**src/sv/stcc_pkg.sv**
```systemverilog
// Types, constants and helper functions of the stereo tone control chain.
`timescale 1ns / 1ps
`default_nettype none
package stcc_pkg;

	localparam int SAMPLE_W   = 24;
	localparam int SLOT_W     = 3;
	localparam int COEF_W     = 20;
	localparam int SIG_W      = 44;
	localparam int DLY_W      = 48;
	localparam int SUM_W      = 50;
	localparam int HALF_W     = 22;
	localparam int MUL_W      = 32;
	localparam int ACC_W      = 64;
	localparam int PEAK_W     = 23;
	localparam int CNT_W      = 13;
	localparam int FS100_W    = 30;
	localparam int LIM_W      = 46;
	localparam int NUM_W      = 28;
	localparam int PRE_GAIN_W = 17;
	localparam int VOL_W      = 7;
	localparam int B_REG_W    = 60;
	localparam int A_REG_W    = 40;
	localparam int BITS_W     = 5;
	localparam int FEAT_W     = 4;
	localparam int CFG_DATA_W = 60;
	localparam int CFG_IDX_W  = 3;

	// Clip count saturates at 4096
	localparam logic [CNT_W-1:0] CLIP_CAP = 13'd4096;
	localparam logic [VOL_W-1:0] VOL_MAX  = 7'd100;
	// Half of 100 * 2^16, rounding offset of the volume rescale
	localparam logic [21:0] VOL_HALF = 22'd3276800;
	// ceil(2^36 / 100), exact for dividends below 2^30
	localparam logic signed [MUL_W-1:0] RECIP_100 = 32'sd687194768;
	// ceil(2^33 / 25), exact for dividends below 2^30
	localparam logic signed [MUL_W-1:0] RECIP_25  = 32'sd343597384;

	// Feature enable bits
	localparam int FE_LOW   = 0;
	localparam int FE_HIGH  = 1;
	localparam int FE_METER = 2;
	localparam int FE_CLIP  = 3;

	typedef enum logic [CFG_IDX_W-1:0] {
		RI_PRE_GAIN,
		RI_VOLUME,
		RI_LO_B,
		RI_LO_A,
		RI_HI_B,
		RI_HI_A,
		RI_BITS,
		RI_FEAT
	} reg_idx_t;

	typedef enum logic [3:0] {
		ST_IDLE,
		ST_GAIN,
		ST_GSAT,
		ST_SHELF,
		ST_VOL_HI,
		ST_VOL_LO,
		ST_VOL_MAG,
		ST_DIV,
		ST_DIV_FIX,
		ST_AVG,
		ST_AVG_FIX,
		ST_FIN
	} st_t;

	typedef struct packed {
		logic en;
		logic cont;
	} mac_ctl_t;

	typedef struct packed {
		logic clr_low;
		logic clr_high;
	} dly_clr_t;

	typedef struct packed {
		logic [PRE_GAIN_W-1:0] pre_gain;
		logic [VOL_W-1:0]      volume;
		logic [B_REG_W-1:0]    lo_b;
		logic [A_REG_W-1:0]    lo_a;
		logic [B_REG_W-1:0]    hi_b;
		logic [A_REG_W-1:0]    hi_a;
		logic [BITS_W-1:0]     sample_bits;
		logic [FEAT_W-1:0]     features;
	} cfg_t;

	// Saturate a wide sum to the signal width
	function automatic logic signed [SIG_W-1:0] sat_sig(input logic signed [SUM_W-1:0] v);
		if (v[SUM_W-1:SIG_W-1] == {(SUM_W-SIG_W+1){v[SUM_W-1]}})
			return v[SIG_W-1:0];
		else if (v[SUM_W-1])
			return {1'b1, {(SIG_W-1){1'b0}}};
		else
			return {1'b0, {(SIG_W-1){1'b1}}};
	endfunction

	// Saturate a wide sum to the delay width
	function automatic logic signed [DLY_W-1:0] sat_dly(input logic signed [SUM_W-1:0] v);
		if (v[SUM_W-1:DLY_W-1] == {(SUM_W-DLY_W+1){v[SUM_W-1]}})
			return v[DLY_W-1:0];
		else if (v[SUM_W-1])
			return {1'b1, {(DLY_W-1){1'b0}}};
		else
			return {1'b0, {(DLY_W-1){1'b1}}};
	endfunction

	// Drop 16 fraction bits, rounding half away from zero
	function automatic logic signed [DLY_W-1:0] round_scale(input logic signed [ACC_W-1:0] p);
		logic signed [ACC_W-1:0] r;
		r = p + (p[ACC_W-1] ? 64'sd32767 : 64'sd32768);
		return r[ACC_W-1:16];
	endfunction

endpackage
`default_nettype wire

```
**src/sv/stcc_mac.sv**
```systemverilog
// Shared multiply-accumulate unit with a registered rounding stage.
`timescale 1ns / 1ps
`default_nettype none
module stcc_mac (
	input  logic                          clk,
	input  stcc_pkg::mac_ctl_t            ctl,
	input  logic signed [31:0]            a,
	input  logic signed [31:0]            b,
	output logic signed [63:0]            acc_q,
	output logic signed [47:0]            rnd_q
);
	import stcc_pkg::*;

	logic signed [ACC_W-1:0] prod;

	assign prod = a * b;

	// Start a product, or shift the upper partial and add the lower one
	always_ff @(posedge clk) begin
		if (ctl.en) begin
			if (ctl.cont)
				acc_q <= (acc_q <<< HALF_W) + prod;
			else
				acc_q <= prod;
		end
		rnd_q <= round_scale(acc_q);
	end

endmodule
`default_nettype wire

```
**src/sv/stcc_core.sv**
```systemverilog
// Sequencer, datapath, shelf delays and block meter of the tone control chain.
`timescale 1ns / 1ps
`default_nettype none
module stcc_core (
	input  logic                 clk,
	input  logic                 arst_n,
	input  stcc_pkg::cfg_t       cfg,
	input  stcc_pkg::dly_clr_t   clr,
	input  logic                 in_valid,
	output logic                 in_ready,
	input  logic [23:0]          in_sample,
	input  logic [2:0]           in_slot,
	input  logic                 in_last,
	output logic                 out_valid,
	input  logic                 out_ready,
	output logic [23:0]          out_sample,
	output logic                 out_done,
	output logic [22:0]          out_peak,
	output logic [22:0]          out_smooth,
	output logic                 out_clip,
	output logic [12:0]          out_count
);
	import stcc_pkg::*;

	st_t st_q, st_d;
	logic [3:0] cnt_q;
	logic       shelf_q, side_q, last_q;

	logic [SAMPLE_W-1:0]      x_q;
	logic signed [SIG_W-1:0]  v_q, y_q;
	logic signed [DLY_W-1:0]  t1_q, t2_q;
	logic                     neg_q, clip_q;
	logic [FS100_W-1:0]       s_q;
	logic [PEAK_W-1:0]        fs_q;
	logic [LIM_W-1:0]         lim_q;
	logic signed [DLY_W-1:0]  delay_q [8];

	logic [PEAK_W-1:0] rp_q, avg_q;
	logic [CNT_W-1:0]  tally_q;
	logic              flag_q;

	logic [SAMPLE_W-1:0] res_sample_q;
	logic                res_done_q, res_clip_q;
	logic [PEAK_W-1:0]   res_peak_q, res_smooth_q;
	logic [CNT_W-1:0]    res_count_q;

	logic                out_valid_q;
	logic [SAMPLE_W-1:0] out_sample_q;
	logic                out_done_q, out_clip_q;
	logic [PEAK_W-1:0]   out_peak_q, out_smooth_q;
	logic [CNT_W-1:0]    out_count_q;

	mac_ctl_t                mac_ctl;
	logic signed [MUL_W-1:0] mac_a, mac_b;
	logic signed [ACC_W-1:0] acc_q;
	logic signed [DLY_W-1:0] rnd_q;

	logic signed [SIG_W-1:0] src;
	logic [MUL_W-1:0]        src_hi, src_lo;
	logic [B_REG_W-1:0]      b_reg;
	logic [A_REG_W-1:0]      a_reg;
	logic [COEF_W-1:0]       coef;
	logic [VOL_W-1:0]        vol_eff;
	logic [BITS_W-1:0]       bits_eff;
	logic [SAMPLE_W-1:0]     fs_wide;
	logic [PEAK_W-1:0]       fs_new;
	logic [FS100_W-1:0]      fs100;
	logic [2:0]              rd_addr;
	logic signed [DLY_W-1:0] d_rd;
	logic [50:0]             mag;
	logic [51:0]             tsum;
	logic                    clip_now;
	logic [PEAK_W-1:0]       q;
	logic [NUM_W-1:0]        num;
	logic [PEAK_W-1:0]       avg_new;
	logic                    load_out;
	logic                    accept;

	stcc_mac u_mac (
		.clk   (clk),
		.ctl   (mac_ctl),
		.a     (mac_a),
		.b     (mac_b),
		.acc_q (acc_q),
		.rnd_q (rnd_q)
	);

	assign accept   = in_valid && in_ready;
	assign in_ready = (st_q == ST_IDLE);
	assign load_out = (st_q == ST_FIN) && (!out_valid_q || out_ready);

	// Clamp the sample width and derive full scale and the clip limit
	always_comb begin
		bits_eff = cfg.sample_bits;
		if (bits_eff < 5'd8)
			bits_eff = 5'd8;
		if (bits_eff > 5'(SAMPLE_W))
			bits_eff = 5'(SAMPLE_W);
		fs_wide = (24'd1 << (bits_eff - 5'd1)) - 24'd1;
		fs_new  = fs_wide[PEAK_W-1:0];
		fs100   = {1'b0, fs_new, 6'b0} + {2'b0, fs_new, 5'b0} + {5'b0, fs_new, 2'b0};
	end

	// Pick coefficient and operand halves for the multiplier
	always_comb begin
		b_reg   = shelf_q ? cfg.hi_b : cfg.lo_b;
		a_reg   = shelf_q ? cfg.hi_a : cfg.lo_a;
		src     = (cnt_q < 4'd6 || st_q != ST_SHELF) ? v_q : y_q;
		src_hi  = {{(MUL_W-HALF_W){src[SIG_W-1]}}, src[SIG_W-1:HALF_W]};
		src_lo  = {{(MUL_W-HALF_W){1'b0}}, src[HALF_W-1:0]};
		vol_eff = (cfg.volume > VOL_MAX) ? VOL_MAX : cfg.volume;
		num     = {2'b0, avg_q, 3'b0} + {1'b0, rp_q, 4'b0} + {5'b0, rp_q} + 28'd12;
		case (cnt_q[3:1])
			3'd0:    coef = b_reg[COEF_W-1:0];
			3'd1:    coef = b_reg[2*COEF_W-1:COEF_W];
			3'd2:    coef = b_reg[3*COEF_W-1:2*COEF_W];
			3'd3:    coef = a_reg[COEF_W-1:0];
			3'd4:    coef = a_reg[2*COEF_W-1:COEF_W];
			default: coef = '0;
		endcase
		mac_ctl = '0;
		mac_a   = '0;
		mac_b   = '0;
		case (st_q)
			ST_GAIN: begin
				mac_ctl.en = 1'b1;
				mac_a = {{(MUL_W-SAMPLE_W){x_q[SAMPLE_W-1]}}, x_q};
				mac_b = {{(MUL_W-PRE_GAIN_W){1'b0}}, cfg.pre_gain};
			end
			ST_SHELF: begin
				mac_ctl.en   = (cnt_q <= 4'd9);
				mac_ctl.cont = cnt_q[0];
				mac_a = {{(MUL_W-COEF_W){coef[COEF_W-1]}}, coef};
				mac_b = cnt_q[0] ? src_lo : src_hi;
			end
			ST_VOL_HI: begin
				mac_ctl.en = 1'b1;
				mac_a = {{(MUL_W-VOL_W){1'b0}}, vol_eff};
				mac_b = src_hi;
			end
			ST_VOL_LO: begin
				mac_ctl.en   = 1'b1;
				mac_ctl.cont = 1'b1;
				mac_a = {{(MUL_W-VOL_W){1'b0}}, vol_eff};
				mac_b = src_lo;
			end
			ST_DIV: begin
				mac_ctl.en = 1'b1;
				mac_a = {{(MUL_W-FS100_W){1'b0}}, s_q};
				mac_b = RECIP_100;
			end
			ST_AVG: begin
				mac_ctl.en = 1'b1;
				mac_a = {{(MUL_W-NUM_W){1'b0}}, num};
				mac_b = RECIP_25;
			end
			default: begin
				mac_ctl = '0;
			end
		endcase
	end

	// Delay read port, clip test and quotient pick
	always_comb begin
		rd_addr  = {shelf_q, side_q, (cnt_q == 4'd9)};
		d_rd     = delay_q[rd_addr];
		mag      = acc_q[ACC_W-1] ? 51'(-acc_q) : acc_q[50:0];
		clip_now = mag > {5'b0, lim_q};
		tsum     = {1'b0, mag} + {30'b0, VOL_HALF};
		q        = clip_q ? fs_q : acc_q[58:36];
		avg_new  = acc_q[55:33];
	end

	// Next state
	always_comb begin
		st_d = st_q;
		case (st_q)
			ST_IDLE:    if (in_valid) st_d = ST_GAIN;
			ST_GAIN:    st_d = ST_GSAT;
			ST_GSAT: begin
				if (cfg.features[FE_LOW] || cfg.features[FE_HIGH])
					st_d = ST_SHELF;
				else
					st_d = ST_VOL_HI;
			end
			ST_SHELF: begin
				if (cnt_q == 4'd11 && (shelf_q || !cfg.features[FE_HIGH]))
					st_d = ST_VOL_HI;
			end
			ST_VOL_HI:  st_d = ST_VOL_LO;
			ST_VOL_LO:  st_d = ST_VOL_MAG;
			ST_VOL_MAG: st_d = ST_DIV;
			ST_DIV:     st_d = ST_DIV_FIX;
			ST_DIV_FIX: st_d = last_q ? ST_AVG : ST_FIN;
			ST_AVG:     st_d = ST_AVG_FIX;
			ST_AVG_FIX: st_d = ST_FIN;
			ST_FIN:     if (load_out) st_d = ST_IDLE;
			default:    st_d = ST_IDLE;
		endcase
	end

	// State register
	always_ff @(posedge clk or negedge arst_n) begin
		if (!arst_n)
			st_q <= ST_IDLE;
		else
			st_q <= st_d;
	end

	// Step counter, shelf select, meter state and output valid
	always_ff @(posedge clk or negedge arst_n) begin
		if (!arst_n) begin
			cnt_q       <= '0;
			shelf_q     <= 1'b0;
			rp_q        <= '0;
			avg_q       <= '0;
			tally_q     <= '0;
			flag_q      <= 1'b0;
			out_valid_q <= 1'b0;
		end else begin
			case (st_q)
				ST_GSAT: begin
					cnt_q   <= '0;
					shelf_q <= !cfg.features[FE_LOW];
				end
				ST_SHELF: begin
					if (cnt_q == 4'd11) begin
						cnt_q   <= '0;
						shelf_q <= 1'b1;
					end else begin
						cnt_q <= cnt_q + 4'd1;
					end
				end
				ST_VOL_MAG: begin
					if (clip_now && cfg.features[FE_CLIP]) begin
						flag_q <= 1'b1;
						if (tally_q < CLIP_CAP)
							tally_q <= tally_q + 13'd1;
					end
				end
				ST_DIV_FIX: begin
					if (cfg.features[FE_METER] && q > rp_q)
						rp_q <= q;
				end
				ST_AVG_FIX: begin
					avg_q   <= avg_new;
					rp_q    <= '0;
					tally_q <= '0;
					flag_q  <= 1'b0;
				end
				default: begin
					cnt_q <= cnt_q;
				end
			endcase
			if (load_out)
				out_valid_q <= 1'b1;
			else if (out_valid_q && out_ready)
				out_valid_q <= 1'b0;
		end
	end

	// Shelf delays: clear on coefficient writes, update at the end of each shelf
	always_ff @(posedge clk or negedge arst_n) begin
		if (!arst_n) begin
			for (int i = 0; i < 8; i++)
				delay_q[i] <= '0;
		end else begin
			for (int i = 0; i < 4; i++) begin
				if (clr.clr_low)
					delay_q[i] <= '0;
				if (clr.clr_high)
					delay_q[i+4] <= '0;
			end
			if (st_q == ST_SHELF && cnt_q == 4'd9)
				delay_q[{shelf_q, side_q, 1'b0}] <=
					sat_dly(50'(t1_q) - 50'(rnd_q) + 50'(d_rd));
			if (st_q == ST_SHELF && cnt_q == 4'd11)
				delay_q[{shelf_q, side_q, 1'b1}] <= sat_dly(50'(t2_q) - 50'(rnd_q));
		end
	end

	// Datapath registers
	always_ff @(posedge clk) begin
		if (accept) begin
			x_q    <= in_sample;
			side_q <= |in_slot;
			last_q <= in_last;
			fs_q   <= fs_new;
			lim_q  <= {fs100, 16'b0};
		end
		case (st_q)
			ST_GSAT: v_q <= acc_q[SIG_W-1:0];
			ST_SHELF: begin
				case (cnt_q)
					4'd3:    y_q  <= sat_sig(50'(rnd_q) + 50'(d_rd));
					4'd5:    t1_q <= rnd_q;
					4'd7:    t2_q <= rnd_q;
					4'd11:   v_q  <= y_q;
					default: t1_q <= t1_q;
				endcase
			end
			ST_VOL_MAG: begin
				neg_q  <= acc_q[ACC_W-1];
				clip_q <= clip_now;
				s_q    <= tsum[45:16];
			end
			ST_DIV_FIX: begin
				res_sample_q <= neg_q ? (24'd0 - {1'b0, q}) : {1'b0, q};
				res_done_q   <= 1'b0;
				res_peak_q   <= '0;
				res_smooth_q <= '0;
				res_clip_q   <= 1'b0;
				res_count_q  <= '0;
			end
			ST_AVG_FIX: begin
				res_done_q   <= 1'b1;
				res_peak_q   <= rp_q;
				res_smooth_q <= avg_new;
				res_clip_q   <= flag_q;
				res_count_q  <= tally_q;
			end
			default: begin
			end
		endcase
		if (load_out) begin
			out_sample_q <= res_sample_q;
			out_done_q   <= res_done_q;
			out_peak_q   <= res_peak_q;
			out_smooth_q <= res_smooth_q;
			out_clip_q   <= res_clip_q;
			out_count_q  <= res_count_q;
		end
	end

	assign out_valid  = out_valid_q;
	assign out_sample = out_sample_q;
	assign out_done   = out_done_q;
	assign out_peak   = out_peak_q;
	assign out_smooth = out_smooth_q;
	assign out_clip   = out_clip_q;
	assign out_count  = out_count_q;

endmodule
`default_nettype wire

```
**config.mk**
```make
export PLATFORM = sky130hd
export DESIGN_NAME = stcc_core
export DESIGN_NICKNAME = d
export VERILOG_FILES = /design/src/sv/stcc_pkg.sv /design/src/sv/stcc_mac.sv /design/src/sv/stcc_core.sv
export SDC_FILE = /design/constraint.sdc
export NUM_CORES = 2
export LEC_CHECK = 0
export BUFFER_PORTS_ARGS = -buffer_cell sky130_fd_sc_hd__buf_2
export CAP_MARGIN = 20
export CORE_ASPECT_RATIO = 0.75
export CORE_UTILIZATION = 40
export DETAILED_ROUTE_END_ITERATION = 8
export SETUP_SLACK_MARGIN = 0.15
export SLEW_MARGIN = 25
export SYNTH_ARGS = -nofsm -noshare
export SYNTH_HDL_FRONTEND = slang
export SYNTH_HIERARCHICAL = 1
export SYNTH_SLANG_ARGS = --single-unit
```
**constraint.sdc**
```tcl
create_clock -name clk -period 21.9 [get_ports clk]
set_input_delay 1.095 -clock clk [delete_from_list [all_inputs] [get_ports clk]]
set_output_delay 1.095 -clock clk [all_outputs]
set_load 0.1 [all_outputs]
```
# Word-level counts from Yosys, hierarchy flattened
# Cells that the tools add are included.
dict set report classes {
  n_reduce_logical 34
  addsub 18
  n_lt_le_gt_ge 13
  mul 1
  mux 70
  bitwise_logic 3
  eq_ne 31
  n_shift 1
}
# operator count
set op_table {}
lappend op_table {{two-way mux 48 bit} 18}
lappend op_table {{bitwise mux 384 bit} 2}
lappend op_table {{two-way mux 384 bit} 2}
lappend op_table {{demux 48 bit (select 3 bit)} 2}
lappend op_table {{case mux 32 bit (6 select lines)} 1}
lappend op_table {{two-way mux 44 bit} 4}
lappend op_table {{case mux 32 bit (5 select lines)} 1}
lappend op_table {{binary-select mux 48 bit (select 3 bit)} 1}
lappend op_table {{case mux 23 bit (2 select lines)} 3}
lappend op_table {{case mux 20 bit (5 select lines)} 1}
lappend op_table {{subtractor 48 x 48 -> 49 bit} 2}
lappend op_table {{case mux 44 bit (2 select lines)} 1}
lappend op_table {{two-way mux 23 bit} 3}
lappend op_table {{adder 64 x 17 -> 64 bit} 1}
lappend op_table {{adder 64 bit} 1}
lappend op_table {{multiplier 32 x 32 -> 64 bit} 1}
lappend op_table {{two-way mux 64 bit} 1}
lappend op_table {{two-way mux 60 bit} 1}
lappend op_table {{case mux 13 bit (2 select lines)} 2}
lappend op_table {{> comparator 51 x 46 -> 1 bit} 1}
lappend op_table {{two-way mux 51 bit} 1}
lappend op_table {{negation 51 bit} 1}
lappend op_table {{adder 49 x 48 -> 50 bit} 1}
lappend op_table {{adder 48 x 48 -> 49 bit} 1}
lappend op_table {{other kinds (58)} 118}
dict set report word_totals {
  ff_bits 1031
  output_inout_bits 87
  input_bits 267
  wordCells 214
}

# Logic depth before layout (Yosys ltp)
dict set report depth {
  depth_word 13
  depth_mapped 55
  mapped_depth_nobuf 52
}

# By module
# The synthesis kept the hierarchy.
# module n_inst area_per_inst_um2 seq_area_each_um2 cells_per_inst
set by_module_without_submodules {}
lappend by_module_without_submodules {stcc_core 1 56206.4 25174.1 5352}
lappend by_module_without_submodules {stcc_mac 1 43062.6 2882.8 4578}

# Worst setup path before layout
# No wires, ideal clock.
dict set report synth_timing {
  path_kind {flip-flop to flip-flop}
  startpoint {register rp_q[4]}
  endpoint {register u_mac.acc_q[55], data pin}
  period_less_slack_ps 12470
  setup_ps 259
  required_ps 21641
  path_slack_ps 9430
  t_arrival_ps 12211
  stages_incl_launch_ff 48
  path_cell_list {dfrtp_1 > fa_1 > fa_1 > a21oi_1 > o21bai_1 > a2111o_1 > a31oi_1 > o21ai_0 > o21a_1 > a21oi_1 > a2111oi_0 > or3_1 > o211a_1 > o21ai_0 > clkbuf_1 > nand2_1 > fa_1 > inv_1 > [... 12 more ...] > a21o_1 > a21oi_1 > nor3_1 > a2111oi_0 > o21a_1 > o21bai_1 > xor2_1 > ha_1 > clkbuf_1 > and3_1 > a311oi_1 > o22ai_1 > o21bai_1 > nand2_1 > a21bo_2 > a21oi_1 > mux2i_1 > a211o_1}
}
dict set report synth_between {
  elab_chain_len 7
}
# element line_no
set synth_lines {}
lappend synth_lines {{from (decl)} stcc_core.sv:38} ;# logic [PEAK_W-1:0] rp_q, avg_q;
lappend synth_lines {{from (signal assigned)} stcc_core.sv:243} ;# rp_q <= q;
lappend synth_lines {{adder 26 x 27 -> 28 bit} stcc_core.sv:112} ;# num = {2'b0, avg_q, 3'b0} + {1'b0, rp_q, 4'b0} + {5'b0, rp_q} + 28'd12;
lappend synth_lines {{adder 28 x 23 -> 28 bit (*)} stcc_core.sv:112}
lappend synth_lines {{adder 28 x 4 -> 28 bit (*)} stcc_core.sv:112}
lappend synth_lines {{case mux 32 bit (5 select lines) (*)} stcc_core.sv:124} ;# case (st_q)
lappend synth_lines {{named net mac_a[25]} stcc_core.sv:54} ;# logic signed [MUL_W-1:0] mac_a, mac_b;
lappend synth_lines {{multiplier 32 x 32 -> 64 bit (*)} stcc_mac.sv:16} ;# assign prod = a * b;
lappend synth_lines {{adder 64 bit} stcc_mac.sv:22} ;# acc_q <= (acc_q <<< HALF_W) + prod;
lappend synth_lines {{two-way mux 64 bit (*)} stcc_mac.sv:21} ;# if (ctl.cont)
lappend synth_lines {{to (signal assigned)} stcc_mac.sv:22}
lappend synth_lines {{to (signal assigned)} stcc_mac.sv:24} ;# acc_q <= prod;
lappend synth_lines {{to (decl)} stcc_mac.sv:9} ;# output logic signed [63:0] acc_q,
# Mark *: on every way through the listed nets, which the timed path passes. The rest lies on a longest branch.
# A chain may end at the register's enable or synchronous reset.

# Final worst setup path
dict set report layout_timing {
  startpoint {register cnt_q[3]}
  endpoint {register u_mac.acc_q[63], data pin}
}
dict set report layout_between {
  elab_cells_between_ends 15
}
# element line_no
set layout_rtl {}
lappend layout_rtl {{from (decl)} stcc_core.sv:26} ;# logic [3:0] cnt_q;
lappend layout_rtl {{from (signal assigned)} stcc_core.sv:231} ;# cnt_q <= cnt_q + 4'd1;
lappend layout_rtl {{from (signal assigned)} stcc_core.sv:252} ;# cnt_q <= cnt_q;
lappend layout_rtl {{equality test 3 bit (tied with other cells)} stcc_core.sv:113} ;# case (cnt_q[3:1])
lappend layout_rtl {{case mux 20 bit (5 select lines) (*)} stcc_core.sv:113}
lappend layout_rtl {{case mux 32 bit (5 select lines) (*)} stcc_core.sv:124}
lappend layout_rtl {{named net mac_a[23]} stcc_core.sv:54}
lappend layout_rtl {{multiplier 32 x 32 -> 64 bit (*)} stcc_mac.sv:16}
lappend layout_rtl {{adder 64 bit} stcc_mac.sv:22}
lappend layout_rtl {{two-way mux 64 bit (*)} stcc_mac.sv:21}
# Marked as above.

==> flow_summary.toml <==
[detailed_routing]
drt_pass1_iterations = 8
wire_per_inst_um = 25.27
vias = 76610
drc_errors = 0
drtIter0Drc = 7107
antenna_left = 0
routed_wl_um = 338100
drt-vias-per-instance = 5.725

[clock_network]
clk_pin_slew_ns = 0.07
cts.path.max_buffers = 3
clock_latency_ns = 0.78
cts-resized-gates = 0
cts_tree = "yes"
postCtsSetupBuffers = 0
cts_sinks = 1026
postCtsHoldBufs = 0
cts_root_buffer = "clkbuf_16"
cts_max_level = 3
cts_buffers = 109

[sta]
tightest_slew_ns = 1.160
final.setup.tns_ns = 0
maxSlewViolCount = 0
finalSetupViolCount = 0
fin_crit_sh_pct = 65.74
hold_viol_final = 0
finClkSkew_ns = 0.06448
maxSlewHeadroom_pct = 22.70
max_freq_mhz = 69.46
period_minus_slack_ns = 14.40
rsz0062_at_grt = "false"

[yosys]
netlist_instances = 9930
ys_warn_count = 6
synth_edf_count = 524
synth_seq_cells = 1026
seq_area_frac_synth_pct = 28.26
synthArstFlopShare_pct = 44.25
synth_top_flop_cell = "edfxtp_1"
syn_area_um2 = 99270
synth_cell_types = 105
syn_area_per_cell_um2 = 9.997

[worst_setup_path]
reg2reg_depth = 40
cp.arrival_ns = 14.88
path_common_cell = "fa_1"
start_kind = "flop"
worst_setup_path_end_kind = "flop"
crit_fanout = 71
r2r_setup_slack_ns = 7.50
crit_required_ns = 22.38
cpPeakStageDelay_ns = 0.92
timing.rr.start = "cnt_q[3]"
cp_slowest_cell = "and2_2"
criticalPathCategory = "flop to flop"
r2r-end = "u_mac/acc_q[63]"

[floorplan]
num_rows = 157
dieArea_um2 = 250200
die_h_um = 433.4
start_util_pct = 40.46
die_width_um = 577.2
core_um2 = 245400
io_pins = 354

[run]
drv_cap = 0

[worst_hold_path]
hp-class = "primary input to async pin"

[global_route]
grt_antenna_before_repair = 30
grt_max_degree = 140
gr-total-overflow = 0
grt_pass1_wl_um = 507100
grt_pass1_vias = 78240
grt_use_total_pct = 27.00

[outcome]
outcome = "finished clean"

[final_layout]
final_area_um2 = 108800
finalNetCount = 11950
drive_gt1_share_pct = 9.721
synthToLayoutAreaGrowth_pct = 9.555
fin_util_pct = 44.33

[place]
gp_congestion = 0.9759
dpl-instance-area_um2 = 104900
dp_hpwl_um = 259800
io_buffers = 353
[Yosys cell counts (63+ instances only)]
master	n	area share, %
a21oi_1	376	1.9
nor3_1	74	0.37
a221o_1	187	1.9
a21o_1	332	2.5
and2_1	504	3.2
mux2i_1	173	1.7
dfrtp_1	454	11
xor2_1	116	1.0
nor2_1	356	1.3
mux4_2	96	2.2
nor3b_1	64	0.48
ha_1	513	6.5
nand4_1	80	0.50
nand3_1	103	0.52
edfxtp_1	524	16
o21bai_1	63	0.48
nand3b_1	155	1.2
xnor2_1	264	2.3
nand2_1	1079	4.1
inv_1	1386	5.2
o21ai_0	402	2.0
fa_1	1161	23
clkbuf_1	506	1.9
[final cells by class]
class                           count  area (um2)
Antenna cell                       20       50.05
Clock buffer                      150        3098
Clock inverter                     57       658.1
Fill cell                       23150      136600
Inverter                         1388        5210
Multi-Input combinational cell   6966       64540
Sequential cell                  1026       28060
Tap cell                         3259        4078
Timing Repair Buffer              515        3055
[worst max-delay path by stage]
stage	from	end	slack (ns)	cells past startpoint
after floorplan	rp_q[4]	u_mac/acc_q[55]	9.43	47
after global placement	rp_q[4]	u_mac/acc_q[63]	7.38	45
after detailed placement	cnt_q[3]	u_mac/acc_q[63]	7.75	41
after CTS	cnt_q[3]	u_mac/acc_q[63]	7.67	39
after global routing	cnt_q[3]	u_mac/acc_q[63]	6.66	42
final	cnt_q[3]	u_mac/acc_q[63]	7.50	40
[sequential cells by signal, indices dropped and copies added, names as in the netlist, 30 cells and up]
name,flops
t1_q,48
u_mac/rnd_q,48
s_q,30
delay_q,384
v_q,44
t2_q,48
u_mac/acc_q,64
y_q,44
[routing by layer]
layer	GRT usage, %	vias to the layer above	wire, um
met4	9.137	16	12140
met1	37.39	39110	144800
li1	-	33550	-
met2	40.44	3355	146600
met3	7.692	575	34380
met5	0.2323	-	168
[layout by cell type, fill, tap and decap left out, drive strengths merged, types with 49 or more instances in the layout]
cell	n
nor3	75
a21o	332
fa	1161
a21oi	376
nor2b	49
o21ai	412
mux4	96
inv	1399
a221o	187
mux2i	173
o21a	61
nand3	103
clkbuf	150
nand2	1081
and3	58
ha	513
xor2	116
nor3b	64
a221oi	56
buf	515
xnor2	264
nand3b	155
nand2b	61
edfxtp	524
nor2	357
a31oi	59
and2	506
dfrtp	454
o21bai	63
nand4	80
[critical path: cells and delay by family, from the launching register on]
family                     cells  cell delay, ns
adders and majority gates     10            4.81
AOI/OAI and AO/OA             14            4.35
and+or+nand+nor                9            2.89
buffers and inverters          3            0.67
xor gates and xnor gates       3            0.57
DFF                            1            0.54
muxes                          1            0.25
[stage by stage]
stage                     hold slack, ns  std cells  setup slack (ns)
final                             0.3198      13380             7.503
after global routing              0.3369      13370             6.660
after CTS                         0.3309      13360             7.669
after detailed placement          0.4045      13150             7.746
after global placement            0.4038      13150             7.379
after floorplan                   0.4003       9942             9.430
[logic make-up (layout without fill, tap and decap cells)]
group                      count (synthesis)  after routing  synth area share (%)
adders and majority gates               1675           1675                 29.89
xor gates and xnor gates                 380            380                 3.353
buffers and inverters                   1950           2110                 7.406
other                                      2             34              0.007565
and+or+nand+nor                         2711           2711                 13.69
AOI/OAI and AO/OA                       1877           1877                 13.01
DFF                                     1026           1026                 28.26
muxes                                    309            309                 4.376
Power is left out: the tool's default activity adds up to more than one toggle a clock period on the data nets, which glitch-free logic cannot reach.
